[src/sv/avpts_pkg.sv]
// Package for the presentation timestamp generator.
// Holds sizes, timing constants, status and register codes, and the
// command and status structs between controller and datapath.
`default_nettype none

package avpts_pkg;

    // Sizes
    localparam int STREAM_SLOTS   = 4;
    localparam int SLOT_BITS      = (STREAM_SLOTS > 1) ? $clog2(STREAM_SLOTS) : 1;
    localparam int STAMP_BITS     = 48;
    localparam int SEL_BITS       = 4;
    localparam int CODEC_BITS     = 4;
    localparam int CODEC_SLOTS    = 4;
    localparam int RATE_BITS      = 18;
    localparam int CLOCK_BITS     = 48;
    localparam int STATUS_BITS    = 3;
    localparam int ACTIVE_BITS    = 3;
    localparam int SYNC_SEL_BITS  = 3;
    localparam int MASK_BITS      = 4;
    localparam int MAP_BITS       = 16;
    localparam int CFG_INDEX_BITS = 3;
    localparam int CFG_DATA_BITS  = 16;

    // Timing constants, in 90 kHz ticks except the AAC frame size in samples
    localparam int TICKS_PER_SEC     = 90000;
    localparam int AAC_FRAME_SAMPLES = 1024;
    localparam int START_STAMP       = 90000;
    localparam int MS1_TICKS         = 90;
    localparam int WIN_QUARTER       = 22500;
    localparam int WIN_HALF          = 45000;

    // Divider operand: the audio numerator is the widest dividend
    localparam longint DIV_AUDIO   = longint'(TICKS_PER_SEC) * AAC_FRAME_SAMPLES;
    localparam int DIVIDEND_BITS   = $clog2(DIV_AUDIO + 1);

    // Reset values of the configuration registers
    localparam int RST_ACTIVE     = 1;
    localparam int RST_VIDEO_MASK = 1;
    localparam int RST_CODEC_MAP  = 0;
    localparam int RST_AUDIO_SYNC = 4;
    localparam int RST_AAC        = 1;
    localparam int RST_AAC_ADTS   = 2;

    typedef enum logic [STATUS_BITS-1:0] {
        ST_OK          = 3'd0,
        ST_DROPPED     = 3'd1,
        ST_BAD_INDEX   = 3'd2,
        ST_CODEC_MISMATCH = 3'd3,
        ST_UNSUPPORTED = 3'd4,
        ST_ZERO_RATE   = 3'd5
    } status_t;

    typedef enum logic [CFG_INDEX_BITS-1:0] {
        CFG_ACTIVE_STREAMS = 3'd0,
        CFG_VIDEO_MASK     = 3'd1,
        CFG_CODEC_MAP      = 3'd2,
        CFG_AUDIO_SYNC     = 3'd3,
        CFG_AAC_CODE       = 3'd4,
        CFG_AAC_ADTS_CODE  = 3'd5
    } cfg_idx_t;

    // Outcome of the checks on one frame
    typedef enum logic [1:0] {
        KIND_ERR   = 2'd0,
        KIND_FIRST = 2'd1,
        KIND_STEP  = 2'd2
    } kind_t;

    typedef struct packed {
        logic take;       // latch the accepted input word
        logic eval;       // run checks, latch start, read stamp memory
        logic first;      // form first stamp of a stream
        logic div_start;  // launch the rate division
        logic step;       // form step candidates
        logic sync;       // pick the final stamp
        logic load_out;   // load the output word and commit state
    } cmd_t;

    typedef struct packed {
        kind_t kind;
        logic  div_done;
    } stat_t;

endpackage

`default_nettype wire

[src/sv/avpts_if.sv]
// Channel interfaces for the timestamp generator: input frame word,
// output result word and configuration write. Depends on avpts_pkg.
`default_nettype none

interface avpts_in_if;
    logic                                  valid;
    logic                                  ready;
    logic [avpts_pkg::SEL_BITS-1:0]        stream_sel;
    logic [avpts_pkg::CODEC_BITS-1:0]      codec_code;
    logic [avpts_pkg::RATE_BITS-1:0]       rate;
    logic                                  key_frame;
    logic [avpts_pkg::CLOCK_BITS-1:0]      clock_ticks;
    logic                                  wall_valid;

    modport source (output valid, stream_sel, codec_code, rate, key_frame, clock_ticks,
                    wall_valid, input ready);
    modport sink (input valid, stream_sel, codec_code, rate, key_frame, clock_ticks,
                  wall_valid, output ready);
endinterface

interface avpts_out_if;
    logic                                  valid;
    logic                                  ready;
    logic [avpts_pkg::STATUS_BITS-1:0]     status;
    logic [avpts_pkg::STAMP_BITS-1:0]      pts;

    modport source (output valid, status, pts, input ready);
    modport sink (input valid, status, pts, output ready);
endinterface

interface avpts_cfg_if;
    logic                                  valid;
    logic                                  ready;
    logic [avpts_pkg::CFG_INDEX_BITS-1:0]  index;
    logic [avpts_pkg::CFG_DATA_BITS-1:0]   data;

    modport source (output valid, index, data, input ready);
    modport sink (input valid, index, data, output ready);
endinterface

`default_nettype wire

[src/sv/avpts_div.sv]
// Restoring radix-2 divider, one quotient bit per cycle.
// Depends on avpts_pkg for operand widths.
`default_nettype none

module avpts_div (
    input  wire logic                                  clk,
    input  wire logic                                  rst_n,
    input  wire logic                                  start,
    input  wire logic [avpts_pkg::DIVIDEND_BITS-1:0]   dividend,
    input  wire logic [avpts_pkg::RATE_BITS-1:0]       divisor,
    output logic                                       done,
    output logic [avpts_pkg::DIVIDEND_BITS-1:0]        quotient
);

    localparam int CNT_BITS = $clog2(avpts_pkg::DIVIDEND_BITS);

    logic                                  busy_reg;
    logic                                  done_reg;
    logic [CNT_BITS-1:0]                   cnt_reg;
    logic [avpts_pkg::RATE_BITS-1:0]       rem_reg;
    logic [avpts_pkg::RATE_BITS-1:0]       dsr_reg;
    logic [avpts_pkg::DIVIDEND_BITS-1:0]   quo_reg;
    logic [avpts_pkg::RATE_BITS:0]         trial;
    logic                                  fits;

    assign trial = {rem_reg, quo_reg[avpts_pkg::DIVIDEND_BITS-1]};
    assign fits  = (trial >= {1'b0, dsr_reg});

    always_ff @(posedge clk or negedge rst_n)
    begin
        if (!rst_n)
        begin
            busy_reg <= 1'b0;
            done_reg <= 1'b0;
            cnt_reg  <= '0;
        end
        else
        begin
            done_reg <= 1'b0;
            if (start)
            begin
                busy_reg <= 1'b1;
                cnt_reg  <= '0;
            end
            else if (busy_reg)
            begin
                cnt_reg <= cnt_reg + 1'b1;
                if (cnt_reg == CNT_BITS'(avpts_pkg::DIVIDEND_BITS - 1))
                begin
                    busy_reg <= 1'b0;
                    done_reg <= 1'b1;
                end
            end
        end
    end

    // Shift a dividend bit into the remainder, subtract where it fits
    always_ff @(posedge clk)
    begin
        if (start)
        begin
            rem_reg <= '0;
            dsr_reg <= divisor;
            quo_reg <= dividend;
        end
        else if (busy_reg)
        begin
            if (fits)
                rem_reg <= avpts_pkg::RATE_BITS'(trial - {1'b0, dsr_reg});
            else
                rem_reg <= trial[avpts_pkg::RATE_BITS-1:0];
            quo_reg <= {quo_reg[avpts_pkg::DIVIDEND_BITS-2:0], fits};
        end
    end

    assign done     = done_reg;
    assign quotient = quo_reg;

    a_done_idle: assert property (@(posedge clk) disable iff (!rst_n)
        done_reg |-> !busy_reg)
        else $error("divider done while still iterating");

endmodule

`default_nettype wire

[src/sv/avpts_dp.sv]
// Datapath of the timestamp generator: configuration registers, input
// capture, stream state, stamp memory, divider and output register.
// Depends on avpts_pkg and avpts_div.
`default_nettype none

module avpts_dp (
    input  wire logic                                  clk,
    input  wire logic                                  rst_n,
    input  wire avpts_pkg::cmd_t                       cmd,
    output avpts_pkg::stat_t                           stat,
    input  wire logic                                  cfg_we,
    input  wire logic [avpts_pkg::CFG_INDEX_BITS-1:0]  cfg_index,
    input  wire logic [avpts_pkg::CFG_DATA_BITS-1:0]   cfg_data,
    input  wire logic [avpts_pkg::SEL_BITS-1:0]        in_stream_sel,
    input  wire logic [avpts_pkg::CODEC_BITS-1:0]      in_codec_code,
    input  wire logic [avpts_pkg::RATE_BITS-1:0]       in_rate,
    input  wire logic                                  in_key_frame,
    input  wire logic [avpts_pkg::CLOCK_BITS-1:0]      in_clock_ticks,
    input  wire logic                                  in_wall_valid,
    output logic [avpts_pkg::STATUS_BITS-1:0]          out_status,
    output logic [avpts_pkg::STAMP_BITS-1:0]           out_pts
);

    localparam int SB = avpts_pkg::STAMP_BITS;
    localparam int LB = avpts_pkg::SLOT_BITS;

    // Configuration
    logic [avpts_pkg::ACTIVE_BITS-1:0]    active_reg;
    logic [avpts_pkg::MASK_BITS-1:0]      video_mask_reg;
    logic [avpts_pkg::MAP_BITS-1:0]       codec_map_reg;
    logic [avpts_pkg::SYNC_SEL_BITS-1:0]  audio_sync_reg;
    logic [avpts_pkg::CODEC_BITS-1:0]     aac_reg;
    logic [avpts_pkg::CODEC_BITS-1:0]     aac_adts_reg;

    // Captured input word
    logic [avpts_pkg::SEL_BITS-1:0]       sel_reg;
    logic [avpts_pkg::CODEC_BITS-1:0]     codec_reg;
    logic [avpts_pkg::RATE_BITS-1:0]      rate_reg;
    logic                                 key_reg;
    logic [avpts_pkg::CLOCK_BITS-1:0]     clk_ticks_reg;
    logic                                 wall_reg;

    // Stream state
    logic                                 started_reg;
    logic [avpts_pkg::CLOCK_BITS-1:0]     start_time_reg;
    logic [avpts_pkg::STREAM_SLOTS-1:0]   stamp_valid_reg;
    logic [SB-1:0]                        stamp_mem [avpts_pkg::STREAM_SLOTS];

    // Per-frame work registers
    avpts_pkg::status_t                   status_reg;
    logic [avpts_pkg::CLOCK_BITS-1:0]     elapsed_reg;
    logic                                 use_sync_reg;
    logic [SB-1:0]                        last_rd_reg;
    logic [SB-1:0]                        sync_rd_reg;
    logic [SB-1:0]                        cand0_reg;
    logic [SB-1:0]                        cand1_reg;
    logic [SB-1:0]                        cand3_reg;
    logic [SB-1:0]                        pts_reg;
    logic [avpts_pkg::STATUS_BITS-1:0]    out_status_reg;
    logic [SB-1:0]                        out_pts_reg;

    // Check logic
    logic [LB-1:0]                        slot;
    logic [LB-1:0]                        sync_slot;
    logic                                 bad_index;
    logic [avpts_pkg::CODEC_BITS-1:0]     stream_codec;
    logic                                 is_video;
    logic                                 is_aac;
    logic                                 start_now;
    logic                                 started_eff;
    logic                                 sync_ok;
    avpts_pkg::kind_t                     kind;
    avpts_pkg::status_t                   status_next;
    logic [avpts_pkg::CLOCK_BITS-1:0]     elapsed_next;
    logic [avpts_pkg::DIVIDEND_BITS-1:0]  dividend;
    logic [avpts_pkg::DIVIDEND_BITS-1:0]  quotient;
    logic                                 div_done;
    logic [SB-1:0]                        ahead;
    logic [SB-1:0]                        behind;
    logic [SB-1:0]                        pts_sync;
    logic                                 commit;

    always_ff @(posedge clk or negedge rst_n)
    begin
        if (!rst_n)
        begin
            active_reg     <= avpts_pkg::ACTIVE_BITS'(avpts_pkg::RST_ACTIVE);
            video_mask_reg <= avpts_pkg::MASK_BITS'(avpts_pkg::RST_VIDEO_MASK);
            codec_map_reg  <= avpts_pkg::MAP_BITS'(avpts_pkg::RST_CODEC_MAP);
            audio_sync_reg <= avpts_pkg::SYNC_SEL_BITS'(avpts_pkg::RST_AUDIO_SYNC);
            aac_reg        <= avpts_pkg::CODEC_BITS'(avpts_pkg::RST_AAC);
            aac_adts_reg   <= avpts_pkg::CODEC_BITS'(avpts_pkg::RST_AAC_ADTS);
        end
        else if (cfg_we)
        begin
            unique case (avpts_pkg::cfg_idx_t'(cfg_index))
                avpts_pkg::CFG_ACTIVE_STREAMS:
                    active_reg <= cfg_data[avpts_pkg::ACTIVE_BITS-1:0];
                avpts_pkg::CFG_VIDEO_MASK:
                    video_mask_reg <= cfg_data[avpts_pkg::MASK_BITS-1:0];
                avpts_pkg::CFG_CODEC_MAP:
                    codec_map_reg <= cfg_data[avpts_pkg::MAP_BITS-1:0];
                avpts_pkg::CFG_AUDIO_SYNC:
                    audio_sync_reg <= cfg_data[avpts_pkg::SYNC_SEL_BITS-1:0];
                avpts_pkg::CFG_AAC_CODE:
                    aac_reg <= cfg_data[avpts_pkg::CODEC_BITS-1:0];
                avpts_pkg::CFG_AAC_ADTS_CODE:
                    aac_adts_reg <= cfg_data[avpts_pkg::CODEC_BITS-1:0];
                default:
                    ;
            endcase
        end
    end

    always_ff @(posedge clk)
    begin
        if (cmd.take)
        begin
            sel_reg       <= in_stream_sel;
            codec_reg     <= in_codec_code;
            rate_reg      <= in_rate;
            key_reg       <= in_key_frame;
            clk_ticks_reg <= in_clock_ticks;
            wall_reg      <= in_wall_valid;
        end
    end

    // Checks, in order: index, codec, start, then stamp kind
    assign slot      = sel_reg[LB-1:0];
    assign sync_slot = audio_sync_reg[LB-1:0];
    assign bad_index = ({1'b0, sel_reg} >= {2'b00, active_reg})
                    || ({1'b0, sel_reg} >= 5'(avpts_pkg::STREAM_SLOTS));
    assign stream_codec = ({1'b0, sel_reg} < 5'(avpts_pkg::CODEC_SLOTS))
                        ? codec_map_reg[{sel_reg[1:0], 2'b00} +: avpts_pkg::CODEC_BITS]
                        : '0;
    assign is_video = ({1'b0, sel_reg} < 5'(avpts_pkg::MASK_BITS))
                   && video_mask_reg[sel_reg[1:0]];
    assign is_aac      = (stream_codec == aac_reg) || (stream_codec == aac_adts_reg);
    assign start_now   = !started_reg && is_video && key_reg && wall_reg;
    assign started_eff = started_reg || start_now;
    assign sync_ok     = ({2'b00, audio_sync_reg} < 5'(avpts_pkg::STREAM_SLOTS))
                      && stamp_valid_reg[sync_slot];
    assign elapsed_next = clk_ticks_reg - (start_now ? clk_ticks_reg : start_time_reg);
    assign dividend = is_video
                    ? avpts_pkg::DIVIDEND_BITS'(avpts_pkg::TICKS_PER_SEC)
                    : avpts_pkg::DIVIDEND_BITS'(avpts_pkg::DIV_AUDIO);

    always_comb
    begin
        kind        = avpts_pkg::KIND_ERR;
        status_next = avpts_pkg::ST_OK;
        if (bad_index)
            status_next = avpts_pkg::ST_BAD_INDEX;
        else if (stream_codec != codec_reg)
            status_next = avpts_pkg::ST_CODEC_MISMATCH;
        else if (!started_eff)
            status_next = avpts_pkg::ST_DROPPED;
        else if (!stamp_valid_reg[slot])
            kind = avpts_pkg::KIND_FIRST;
        else if (!is_video && !is_aac)
            status_next = avpts_pkg::ST_UNSUPPORTED;
        else if (rate_reg == '0)
            status_next = avpts_pkg::ST_ZERO_RATE;
        else
            kind = avpts_pkg::KIND_STEP;
    end

    // Latch the start even if a later check fails
    always_ff @(posedge clk or negedge rst_n)
    begin
        if (!rst_n)
        begin
            started_reg     <= 1'b0;
            start_time_reg  <= '0;
            stamp_valid_reg <= '0;
        end
        else
        begin
            if (cmd.eval && !bad_index && (stream_codec == codec_reg) && start_now)
            begin
                started_reg    <= 1'b1;
                start_time_reg <= clk_ticks_reg;
            end
            if (commit)
                stamp_valid_reg[slot] <= 1'b1;
        end
    end

    assign commit = cmd.load_out && (status_reg == avpts_pkg::ST_OK);

    always_ff @(posedge clk)
    begin
        if (commit)
            stamp_mem[slot] <= pts_reg;
        if (cmd.eval)
        begin
            last_rd_reg <= stamp_mem[slot];
            sync_rd_reg <= stamp_mem[sync_slot];
        end
    end

    avpts_div u_div (
        .clk      (clk),
        .rst_n    (rst_n),
        .start    (cmd.div_start),
        .dividend (dividend),
        .divisor  (rate_reg),
        .done     (div_done),
        .quotient (quotient)
    );

    // Pull the video stamp toward the sync audio stamp
    assign ahead  = sync_rd_reg - cand0_reg;
    assign behind = cand0_reg - sync_rd_reg;

    always_comb
    begin
        pts_sync = cand0_reg;
        if (use_sync_reg)
        begin
            if (!ahead[SB-1])
            begin
                if (ahead > SB'(avpts_pkg::WIN_QUARTER))
                    pts_sync = sync_rd_reg;
            end
            else if (behind > SB'(avpts_pkg::WIN_HALF))
                pts_sync = cand3_reg;
            else if (behind > SB'(avpts_pkg::WIN_QUARTER))
                pts_sync = cand1_reg;
        end
    end

    always_ff @(posedge clk or negedge rst_n)
    begin
        if (!rst_n)
        begin
            status_reg     <= avpts_pkg::ST_OK;
            out_status_reg <= avpts_pkg::ST_OK;
            out_pts_reg    <= '0;
        end
        else
        begin
            if (cmd.eval)
                status_reg <= status_next;
            if (cmd.load_out)
            begin
                out_status_reg <= status_reg;
                out_pts_reg    <= (status_reg == avpts_pkg::ST_OK) ? pts_reg : '0;
            end
        end
    end

    always_ff @(posedge clk)
    begin
        if (cmd.eval)
        begin
            elapsed_reg  <= elapsed_next;
            use_sync_reg <= is_video && sync_ok;
        end
        if (cmd.step)
        begin
            cand0_reg <= last_rd_reg + SB'(quotient);
            cand1_reg <= last_rd_reg + SB'(quotient >> 1);
            cand3_reg <= last_rd_reg + SB'(quotient >> 3);
        end
        if (cmd.first)
        begin
            if (elapsed_reg <= avpts_pkg::CLOCK_BITS'(avpts_pkg::MS1_TICKS))
                pts_reg <= SB'(avpts_pkg::START_STAMP);
            else
                pts_reg <= SB'(elapsed_reg + avpts_pkg::CLOCK_BITS'(avpts_pkg::START_STAMP));
        end
        else if (cmd.sync)
            pts_reg <= pts_sync;
    end

    assign stat.kind     = kind;
    assign stat.div_done = div_done;
    assign out_status    = out_status_reg;
    assign out_pts       = out_pts_reg;

    a_commit_marks: assert property (@(posedge clk) disable iff (!rst_n)
        commit |=> stamp_valid_reg[$past(slot)])
        else $error("committed stamp not marked valid");

    a_err_pts_zero: assert property (@(posedge clk) disable iff (!rst_n)
        (out_status_reg != avpts_pkg::ST_OK) |-> (out_pts_reg == '0))
        else $error("non-zero pts on a rejected frame");

endmodule

`default_nettype wire

[src/sv/avpts_ctrl.sv]
// Controller of the timestamp generator: one-hot sequencer that steps
// the datapath through check, first stamp or divide, step, select and output. Uses avpts_pkg.
`default_nettype none

module avpts_ctrl (
    input  wire logic                clk,
    input  wire logic                rst_n,
    input  wire logic                in_valid,
    output logic                     in_ready,
    input  wire logic                out_ready,
    output logic                     out_valid,
    output avpts_pkg::cmd_t          cmd,
    input  wire avpts_pkg::stat_t    stat
);

    typedef enum logic [6:0] {
        S_IDLE  = 7'b0000001,
        S_EVAL  = 7'b0000010,
        S_FIRST = 7'b0000100,
        S_DIV   = 7'b0001000,
        S_STEP  = 7'b0010000,
        S_SYNC  = 7'b0100000,
        S_DONE  = 7'b1000000
    } state_t;

    state_t state_reg;
    state_t state_next;
    logic   out_valid_reg;
    logic   out_valid_next;
    logic   out_free;

    assign out_free = !out_valid_reg || out_ready;

    always_comb
    begin
        state_next     = state_reg;
        cmd            = '0;
        out_valid_next = out_valid_reg && !out_ready;
        unique case (state_reg)
            S_IDLE:
            begin
                if (in_valid)
                begin
                    cmd.take   = 1'b1;
                    state_next = S_EVAL;
                end
            end
            S_EVAL:
            begin
                cmd.eval = 1'b1;
                unique case (stat.kind)
                    avpts_pkg::KIND_FIRST:
                        state_next = S_FIRST;
                    avpts_pkg::KIND_STEP:
                    begin
                        cmd.div_start = 1'b1;
                        state_next    = S_DIV;
                    end
                    default:
                        state_next = S_DONE;
                endcase
            end
            S_FIRST:
            begin
                cmd.first  = 1'b1;
                state_next = S_DONE;
            end
            S_DIV:
            begin
                if (stat.div_done)
                    state_next = S_STEP;
            end
            S_STEP:
            begin
                cmd.step   = 1'b1;
                state_next = S_SYNC;
            end
            S_SYNC:
            begin
                cmd.sync   = 1'b1;
                state_next = S_DONE;
            end
            S_DONE:
            begin
                if (out_free)
                begin
                    cmd.load_out   = 1'b1;
                    out_valid_next = 1'b1;
                    state_next     = S_IDLE;
                end
            end
            default:
                state_next = S_IDLE;
        endcase
    end

    always_ff @(posedge clk or negedge rst_n)
    begin
        if (!rst_n)
        begin
            state_reg     <= S_IDLE;
            out_valid_reg <= 1'b0;
        end
        else
        begin
            state_reg     <= state_next;
            out_valid_reg <= out_valid_next;
        end
    end

    assign in_ready  = (state_reg == S_IDLE);
    assign out_valid = out_valid_reg;

    a_take_eval: assert property (@(posedge clk) disable iff (!rst_n)
        (state_reg == S_IDLE && in_valid) |=> (state_reg == S_EVAL))
        else $error("accepted word not evaluated next cycle");

    a_load_free: assert property (@(posedge clk) disable iff (!rst_n)
        cmd.load_out |-> out_free)
        else $error("output register overwritten while held");

    a_div_step: assert property (@(posedge clk) disable iff (!rst_n)
        (state_reg == S_DIV && stat.div_done) |=> (state_reg == S_STEP))
        else $error("quotient not consumed");

endmodule

`default_nettype wire

[src/sv/av_pts_generator_with_sync_core.sv]
// Top level of the presentation timestamp generator with audio sync.
// Joins avpts_ctrl and avpts_dp; uses avpts_pkg and the avpts_if channels.
`default_nettype none
//
//  channel  | dir | words carried                                    | handshake
//  ---------+-----+--------------------------------------------------+-----------
//  in_ch    | in  | stream_sel, codec_code, rate, key_frame,         | valid/ready
//           |     | clock_ticks, wall_valid                          |
//  out_ch   | out | status, pts                                      | valid/ready
//  cfg_ch   | in  | index, data (register write)                     | valid/ready
//
//  A word is taken and checked, then either finished at once (rejected
//  word, or first stamp of a stream) or sent through the shared restoring
//  divider, one quotient bit per cycle over 27 bits, then stepped and selected.
//  Reset loads the configuration defaults and clears start, stamp valid bits, the output register and the sequencer.
//  The output register holds a result until taken; the next input word
//  is accepted while it waits. cfg_ch is always ready.

module av_pts_generator_with_sync_core (
    input  wire logic        clk,
    input  wire logic        rst_n,
    avpts_in_if.sink         in_ch,
    avpts_out_if.source      out_ch,
    avpts_cfg_if.sink        cfg_ch
);

    avpts_pkg::cmd_t  cmd;
    avpts_pkg::stat_t stat;

    // Configuration writes go straight into their registers: never stall them
    assign cfg_ch.ready = 1'b1;

    // Sequencer: hold each word until its result is loaded out
    avpts_ctrl u_ctrl (
        .clk       (clk),
        .rst_n     (rst_n),
        .in_valid  (in_ch.valid),
        .in_ready  (in_ch.ready),
        .out_ready (out_ch.ready),
        .out_valid (out_ch.valid),
        .cmd       (cmd),
        .stat      (stat)
    );

    // Checks, stream state, divider and output register
    avpts_dp u_dp (
        .clk            (clk),
        .rst_n          (rst_n),
        .cmd            (cmd),
        .stat           (stat),
        .cfg_we         (cfg_ch.valid),
        .cfg_index      (cfg_ch.index),
        .cfg_data       (cfg_ch.data),
        .in_stream_sel  (in_ch.stream_sel),
        .in_codec_code  (in_ch.codec_code),
        .in_rate        (in_ch.rate),
        .in_key_frame   (in_ch.key_frame),
        .in_clock_ticks (in_ch.clock_ticks),
        .in_wall_valid  (in_ch.wall_valid),
        .out_status     (out_ch.status),
        .out_pts        (out_ch.pts)
    );

endmodule

`default_nettype wire
[src/flat_wrapper.sv]
// flat-port wrapper written by rule: the top's interface ports become plain ports
module av_pts_generator_with_sync_core_flat 
  (clk, rst_n, in_ch_valid, in_ch_stream_sel, in_ch_codec_code, in_ch_rate, in_ch_key_frame, in_ch_clock_ticks, in_ch_wall_valid, in_ch_ready, out_ch_valid, out_ch_status, out_ch_pts, out_ch_ready, cfg_ch_valid, cfg_ch_index, cfg_ch_data, cfg_ch_ready);
  avpts_in_if in_ch_i ();
  avpts_out_if out_ch_i ();
  avpts_cfg_if cfg_ch_i ();
  input  wire logic clk;
  input  wire logic rst_n;
  input wire logic [$bits(in_ch_i.valid)-1:0] in_ch_valid;
  input wire logic [$bits(in_ch_i.stream_sel)-1:0] in_ch_stream_sel;
  input wire logic [$bits(in_ch_i.codec_code)-1:0] in_ch_codec_code;
  input wire logic [$bits(in_ch_i.rate)-1:0] in_ch_rate;
  input wire logic [$bits(in_ch_i.key_frame)-1:0] in_ch_key_frame;
  input wire logic [$bits(in_ch_i.clock_ticks)-1:0] in_ch_clock_ticks;
  input wire logic [$bits(in_ch_i.wall_valid)-1:0] in_ch_wall_valid;
  output wire logic [$bits(in_ch_i.ready)-1:0] in_ch_ready;
  output wire logic [$bits(out_ch_i.valid)-1:0] out_ch_valid;
  output wire logic [$bits(out_ch_i.status)-1:0] out_ch_status;
  output wire logic [$bits(out_ch_i.pts)-1:0] out_ch_pts;
  input wire logic [$bits(out_ch_i.ready)-1:0] out_ch_ready;
  input wire logic [$bits(cfg_ch_i.valid)-1:0] cfg_ch_valid;
  input wire logic [$bits(cfg_ch_i.index)-1:0] cfg_ch_index;
  input wire logic [$bits(cfg_ch_i.data)-1:0] cfg_ch_data;
  output wire logic [$bits(cfg_ch_i.ready)-1:0] cfg_ch_ready;
  assign in_ch_i.valid = in_ch_valid;
  assign in_ch_i.stream_sel = in_ch_stream_sel;
  assign in_ch_i.codec_code = in_ch_codec_code;
  assign in_ch_i.rate = in_ch_rate;
  assign in_ch_i.key_frame = in_ch_key_frame;
  assign in_ch_i.clock_ticks = in_ch_clock_ticks;
  assign in_ch_i.wall_valid = in_ch_wall_valid;
  assign in_ch_ready = in_ch_i.ready;
  assign out_ch_valid = out_ch_i.valid;
  assign out_ch_status = out_ch_i.status;
  assign out_ch_pts = out_ch_i.pts;
  assign out_ch_i.ready = out_ch_ready;
  assign cfg_ch_i.valid = cfg_ch_valid;
  assign cfg_ch_i.index = cfg_ch_index;
  assign cfg_ch_i.data = cfg_ch_data;
  assign cfg_ch_ready = cfg_ch_i.ready;
  av_pts_generator_with_sync_core u_core (.clk(clk), .rst_n(rst_n), .in_ch(in_ch_i), .out_ch(out_ch_i), .cfg_ch(cfg_ch_i));
endmodule
[config.mk]
export PLATFORM = sky130hd
export DESIGN_NAME = av_pts_generator_with_sync_core_flat
export DESIGN_NICKNAME = d
export VERILOG_FILES = /design/src/sv/avpts_pkg.sv /design/src/sv/avpts_if.sv /design/src/sv/avpts_div.sv /design/src/sv/avpts_dp.sv /design/src/sv/avpts_ctrl.sv /design/src/sv/av_pts_generator_with_sync_core.sv /design/src/flat_wrapper.sv
export SDC_FILE = /design/constraint.sdc
export NUM_CORES = 2
export LEC_CHECK = 0
export ABC_AREA = 1
export BUFFER_PORTS_ARGS = -buffer_cell sky130_fd_sc_hd__buf_4
export CAP_MARGIN = 10
export CORE_ASPECT_RATIO = 1.1
export CORE_MARGIN = 2
export CORE_UTILIZATION = 50
export CTS_CLUSTER_DIAMETER = 30
export DETAILED_ROUTE_END_ITERATION = 8
export PLACE_DENSITY = 0.69
export SLEW_MARGIN = 20
export SYNTH_ARGS = -nofsm -noshare
export SYNTH_HDL_FRONTEND = slang
export SYNTH_SLANG_ARGS = --single-unit
[constraint.sdc]
create_clock -name clk -period 15.46 [get_ports clk]
set_input_delay 1.546 -clock clk [delete_from_list [all_inputs] [get_ports clk]]
set_output_delay 1.546 -clock clk [all_outputs]
set_load 0.01 [all_outputs]
* Word-level counts from Yosys, hierarchy flattened *
Memories as Yosys holds them, arrays and structs flattened. A register that Yosys moved wholly into a read port is not among the register bits.
Index checks and enable logic that the tools add are counted.

word-level totals
  register bits = 536
  bits in latches = 0
  bits in writable memories = 192
  bits in read-only memories = 0
  bits of input ports = 100
  output and inout bits = 54
  logic and storage cells = 176
  memories kept = 1

operators by class
  add/sub/neg operators = 9
  multipliers = 0
  divide/modulo/power cells = 0
  order comparisons = 12
  equality and inequality tests = 22
  shifts and indexed selects = 1
  mux-type cells = 62
  bitwise logic cells = 1
  reductions and logical operators = 36

memories
  name                   words  bits a word  rd ports  clocked after Yosys merged registers in  wr ports  RTL line        source
  u_core.u_dp.stamp_mem  4      48           2         2                                        1         avpts_dp.sv:47  logic [SB-1:0] stamp_mem [avpts_pkg::STREAM_SLOTS];

operators with widths
  operator                                                         number
  two-way mux 48 bit                                               10
  subtractor 48 bit                                                3
  greater-than comparator 48 x 15 -> 1 bit, second input constant  2
  two-way mux 27 bit                                               3
  adder 48 x 17 -> 48 bit, second input constant                   1
  adder 48 x 24 -> 48 bit                                          1
  adder 48 x 26 -> 48 bit                                          1
  adder 48 x 27 -> 48 bit                                          1
  greater-than comparator 48 x 16 -> 1 bit, second input constant  1
  <= comparator 48 x 7 -> 1 bit, second input constant             1
  one-hot mux 7 bit (6 select lines)                               1
  two-way mux 1 bit                                                24
  two-way mux 7 bit                                                3
  greater-or-equal comparator 19 x 18 -> 1 bit                     1
  logical NOT 18 bit                                               1
  two-way mux 18 bit                                               1
  two-way mux 3 bit                                                6
  subtractor 18 bit                                                1
  variable part select 16 x 5 -> 4 bit                             1
  one-hot mux 7 bit (2 select lines)                               1
  logical AND 1 bit                                                13
  == test 4 bit                                                    3
  two-way mux 2 bit                                                6
  AND reduction 2 bit                                              6
  33 further kinds                                                 51

* Depth between registers and ports, before layout *
  word-level depth = 15
  gate-level depth with buffers = 30
  mapped depth without buffers = 28

* By module *
A second synthesis with hierarchy kept.

unflattened totals
  cell total of the unflattened synthesis = 6493
  area total of the unflattened synthesis = 51964.8 sq um

by module, submodules not included
  module                           instances  cells each  area an instance (sq um)  sequential area each (sq um)
  avpts_dp                         1          5887        47264.1                   21702.1
  avpts_div                        1          529         4115.2                    1886.8
  avpts_ctrl                       1          75          574.3                     201.4
  av_pts_generator_with_sync_core  1          2           11.3                      0.0

* Least setup slack after synthesis *
No wires, ideal clock.

  path type = reg-to-reg
  start point = reg u_core.u_ctrl.state_reg[6]
  end point = reg u_core.u_dp.cand0_reg[0], enable pin
  library setup time = 1.004 ns
  data arrival time = 14.263 ns
  data required time = 14.456 ns
  path slack = 0.193 ns
  cell stages (with the launch flop) = 2
  buffers on the path = 0
  period minus slack after synthesis = 15.267 ns
  path through = dfrtp_1 nor4_1

on the way
  cells in the longest elaborated chain, start to end = 2

RTL lines
  what                    RTL line           source
  start, declared         avpts_ctrl.sv:26   state_t state_reg;
  start signal, assigned  avpts_ctrl.sv:106  state_reg <= state_next;
  == test 7 x 5 -> 1 bit  avpts_ctrl.sv:39   unique case (state_reg)
  two-way mux 1 bit       avpts_ctrl.sv:39
  end signal, assigned    avpts_dp.sv:262    cand0_reg <= last_rd_reg + SB'(quotient);
  end, declared           avpts_dp.sv:55     logic [SB-1:0] cand0_reg;

Every way passes these cells.
A chain may end at the register's enable or synchronous reset.

* Worst setup path in the final report *
  start point = reg u_core.u_dp.sel_reg[1] (netlist bit)
  end point = reg u_core.u_dp.elapsed_reg[46] (netlist bit), data pin

on the way
  cells in the longest elaborated chain, start to end = 8
  elaborated cells between the ends (all ways) = 9
  those cells by class = add/sub (1); order compare (1); mux (3); reduce/logical (4)

RTL lines
  what                                                                 RTL line         source
  start, declared                                                      avpts_dp.sv:36   logic [avpts_pkg::SEL_BITS-1:0] sel_reg;
  start signal, assigned                                               avpts_dp.sv:119  sel_reg <= in_stream_sel;
  branches (longest 2 deep; another with < comparator 4 x 3 -> 1 bit)  -
  logical AND 1 bit *                                                  avpts_dp.sv:137  && video_mask_reg[sel_reg[1:0]];
  logical AND 1 bit * (3 in series)                                    avpts_dp.sv:139  assign start_now = !started_reg && is_video && key_reg && wall_reg;
  two-way mux 48 bit *                                                 avpts_dp.sv:143  assign elapsed_next = clk_ticks_reg - (start_now ? clk_ticks_reg : start_time_reg);
  subtractor 48 bit *                                                  avpts_dp.sv:143
  net u_core.u_dp.elapsed_next, one bit                                avpts_dp.sv:74   logic [avpts_pkg::CLOCK_BITS-1:0] elapsed_next;
  end signal, assigned                                                 avpts_dp.sv:257  elapsed_reg <= elapsed_next;
  end, declared                                                        avpts_dp.sv:51   logic [avpts_pkg::CLOCK_BITS-1:0] elapsed_reg;

Mark *: on every way through the listed nets, which the timed path passes. The select of a mux whose other input is x is not followed.

==> summary.md <==
| Metric | Value |
|---|---|
| Status | complete, no violations |
| Rel. slew slack | 25.1% |
| Clock latency on the worst-skew pair | 0.72 ns |
| Syn_nets | 6466 |
| Placed Cells | 7436 |
| # setup viols final | 0 |
| Final hold violation count | 0 |
| Wire per inst | 20.1 um |
| Comb pwr share | 24.2% |
| Crit share post-route | 40.1% |
| Placed wire-length estimate | 118000 um |
| Seq/Total Area, Yosys | 47.3% |
| ANT cells | 0 |
| Final net count | 6621 |
| Initial DRC Count | 3321 |
| Post-synth top cells | 1727 x nand2_1, 718 x inv_1, 650 x edfxtp_1 |
| Final instance area | 57400 sq um |
| CP Launch Type | register |
| Clock slew seen by the registers of the worst setup and hold paths | 0.05 ns |
| Synth Warn # | 0 |
| Global-route wire length before repair | 234000 um |
| Vert. Die Dim | 337 um |
| Synth async-reset ratio | 18.9% |
| Sw frac | 32.7% |
| Die area | 103000 sq um |
| Layout Skew | 0.0318 ns |
| Max-Cap Viols | 0 |
| Required @ worst endpoint | 15.90 ns |
| RSZ-0062 raised after global routing | false |
| Min Hold Slack | 0.456 ns |
| H-tree levels | 4 |
| CTS resizes | 0 |
| Clock root buffer | clkbuf_16 |
| Sink Count | 824 |
| Internal Power | 0.00526 W |
| First drt pass iteration count | 6 |
| Chip width | 306 um |
| Worst-margin pin slew | 1.11 ns |
| Hold Path Class | register to register |
| Via-per-instance ratio | 5.55 |
| Clock network power share | 39.0% |
| Post-layout min period | 6.19 ns |
| Post-route setup TNS | 0 ns |
| Core ar. | 100000 sq um |
| Sequential share of power | 36.8% |
| Starting density of the core | 50.2% |
| GR Overflow Total | 0 |
| Worst-path maximum fanout | 89 |
| Residual DRC count | 0 |
| Area grow syn2layout | 14.1% |
| Vias post-DR | 42.6k |
| Arrival @ worst endpoint | 6.64 ns |
| Setup bufs post-CTS | 0 |
| Max VDD drop | 0.111 mV |
| Hold_buf cts | 0 |
| CTS tree | yes |
| Post-synth EDFFs | 650 |
| Synth top area share | 38.8% |
| Clk buf depth | 3 |
| Leak Pwr | 25.1 nW |
| Layout cells sized above 1 | 8.92% |
| Yosys cell types | 63 |
| ANT nets after route | 0 |
| FILL cells | 9064 |
| Input/output buffers | 152 |
| Final Non-Filler Cells | 7683 |
| GRT Total Usage | 29.6% |
| Sw power | 0.00255 W |
| Avg Cell Area, Syn | 8.23 sq um |
| Largest net degree at the start of global routing | 103 |
| Area leader, netlist | edfxtp_1 |
| Fin util | 57.3% |
| Crit end category | register |
| Final Wtd Congestion | 0.948 |
| Biggest register | u_core.u_dp.stamp_mem |
| Max-slew violations | 0 |
| Count leader, synth | nand2_1 |
| Synth Flop Type | edfxtp_1 |
| Placed cell area | 52700 sq um |
| Fmax | 161 MHz |
| CP Class | register to register |
| Routed wire length | 155000 um |
| TritonCTS Buffers | 134 |
| Num rows | 122 |
| Vias in the first global route | 41.3k |
| Synth Cell Area | 50300 sq um |
| Cell count after synthesis | 6115 |
| PD cells | 136 nW/um^2 |
| FF/Latch Area | 23800 sq um |
| Synth top area cells | edfxtp_1 39%, nand2_1 13%, dfrtp_1 7.5% |
| Area of the multi-input gates | 23000 sq um |
| Number of antenna violations at the first check in global routing | 3 |
| Max reg flops | 192 |
| I/O Pins | 154 |
| Post-synthesis register bit count | 824 |
## worst paths after layout
| kind | from | end | slack (ns) | cells after the start |
|---|---|---|---|---|
| setup / recovery | u_core.u_dp.sel_reg[1]$_DFFE_PP_ | u_core.u_dp.elapsed_reg[46]$_DFFE_PN_ | 9.27 | 20 |
| setup reg to reg | u_core.u_dp.sel_reg[1]$_DFFE_PP_ | u_core.u_dp.elapsed_reg[46]$_DFFE_PN_ | 9.27 | 20 |
| max in group asynchronous | rst_n | u_core.u_dp.out_pts[37]$_DFFE_PN0P_ | 13.05 | 2 |
| hold / removal | u_core.u_dp.rate_reg[17]$_DFFE_PP_ | u_core.u_dp.u_div.dsr_reg[17]$_DFFE_PP_ | 0.46 | 0 |
| min in group asynchronous | rst_n | u_core.u_dp.codec_map_reg[11]$_DFFE_PN0P_ | 0.90 | 1 |
| hold reg to reg | u_core.u_dp.rate_reg[17]$_DFFE_PP_ | u_core.u_dp.u_div.dsr_reg[17]$_DFFE_PP_ | 0.46 | 0 |
## cell families after synthesis
| group | synth area share, % |
|---|---|
| DFF | 47.3 |
| xor gates and xnor gates | 4.21 |
| buffers and inverters | 7.25 |
| adders and majority gates | 6.33 |
| and+or+nand+nor | 22.2 |
| AOI/OAI and AO/OA | 12.4 |
| muxes | 0.313 |
| other | 0.00745 |
## stage by stage
step	power (W)	setup slack (ns)
finish	0.00780	9.27
global route	0.00815	8.73
CTS	0.00782	9.21
detailed placement	0.00477	9.23
global placement	0.00475	9.39
floorplan	0.00407	0.193
## area by class of cell
type                    instances  share of cell area, %
flip-flops and latches        824                   41.5
clock inverters                96                   1.94
clock buffers                 151                   6.16
repair buffers                192                   2.52
inverters                     772                   5.06
well taps                    1302                   2.84
multi-input cells            4346                   40.0
## routing by layer
layer  vias up  GRT usage [%]  wire (um)
met5         -              0         23
li1      20805              -          -
met1     19890           38.0      64500
met2      1570           49.6      72600
met4         4           14.6       7530
met3       368           3.83       9870
## worst max-delay path, stage by stage (launching register included)
cell and delay [ns]:
edfxtp_1 0.51, nor2_4 0.14, buf_4 0.62, a22oi_1 0.15
nand2_1 0.12, nand2_1 0.12, inv_1 0.12, nand4_1 0.17
inv_2 0.14, buf_4 0.56, o21ai_0 0.18, ha_1 0.38
nand2_1 0.07, o21ai_0 0.31, a21oi_1 0.19, o311ai_0 0.66
a21oi_1 0.31, o31ai_1 0.54, a21oi_1 0.25, o21ai_0 0.25
xor2_1 0.10
## cells in the final DEF (no fill, tap or decap), types with 139 or more instances in the layout
cell,Yosys,layout
nand2_1,1727,1725
inv_1,718,714
edfxtp_1,650,650
nor2_1,451,444
o21ai_0,444,443
a21oi_1,361,361
nand3_1,321,320
ha_1,245,245
buf_4,5,191
xor2_1,167,167
dfrtp_1,150,149
clkbuf_16,0,139
## power groups by stage
stage / registers, W / logic, W / clock network (W)
3_5_place_dp: 0.00290 / 0.00186 / 0
4_1_cts: 0.00287 / 0.00187 / 0.00308
3_3_place_gp: 0.00290 / 0.00184 / 0
6_report: 0.00287 / 0.00189 / 0.00304
5_1_grt: 0.00289 / 0.00209 / 0.00317
2_1_floorplan: 0.00287 / 0.00119 / 0
Power figures use the tool's default switching activity.
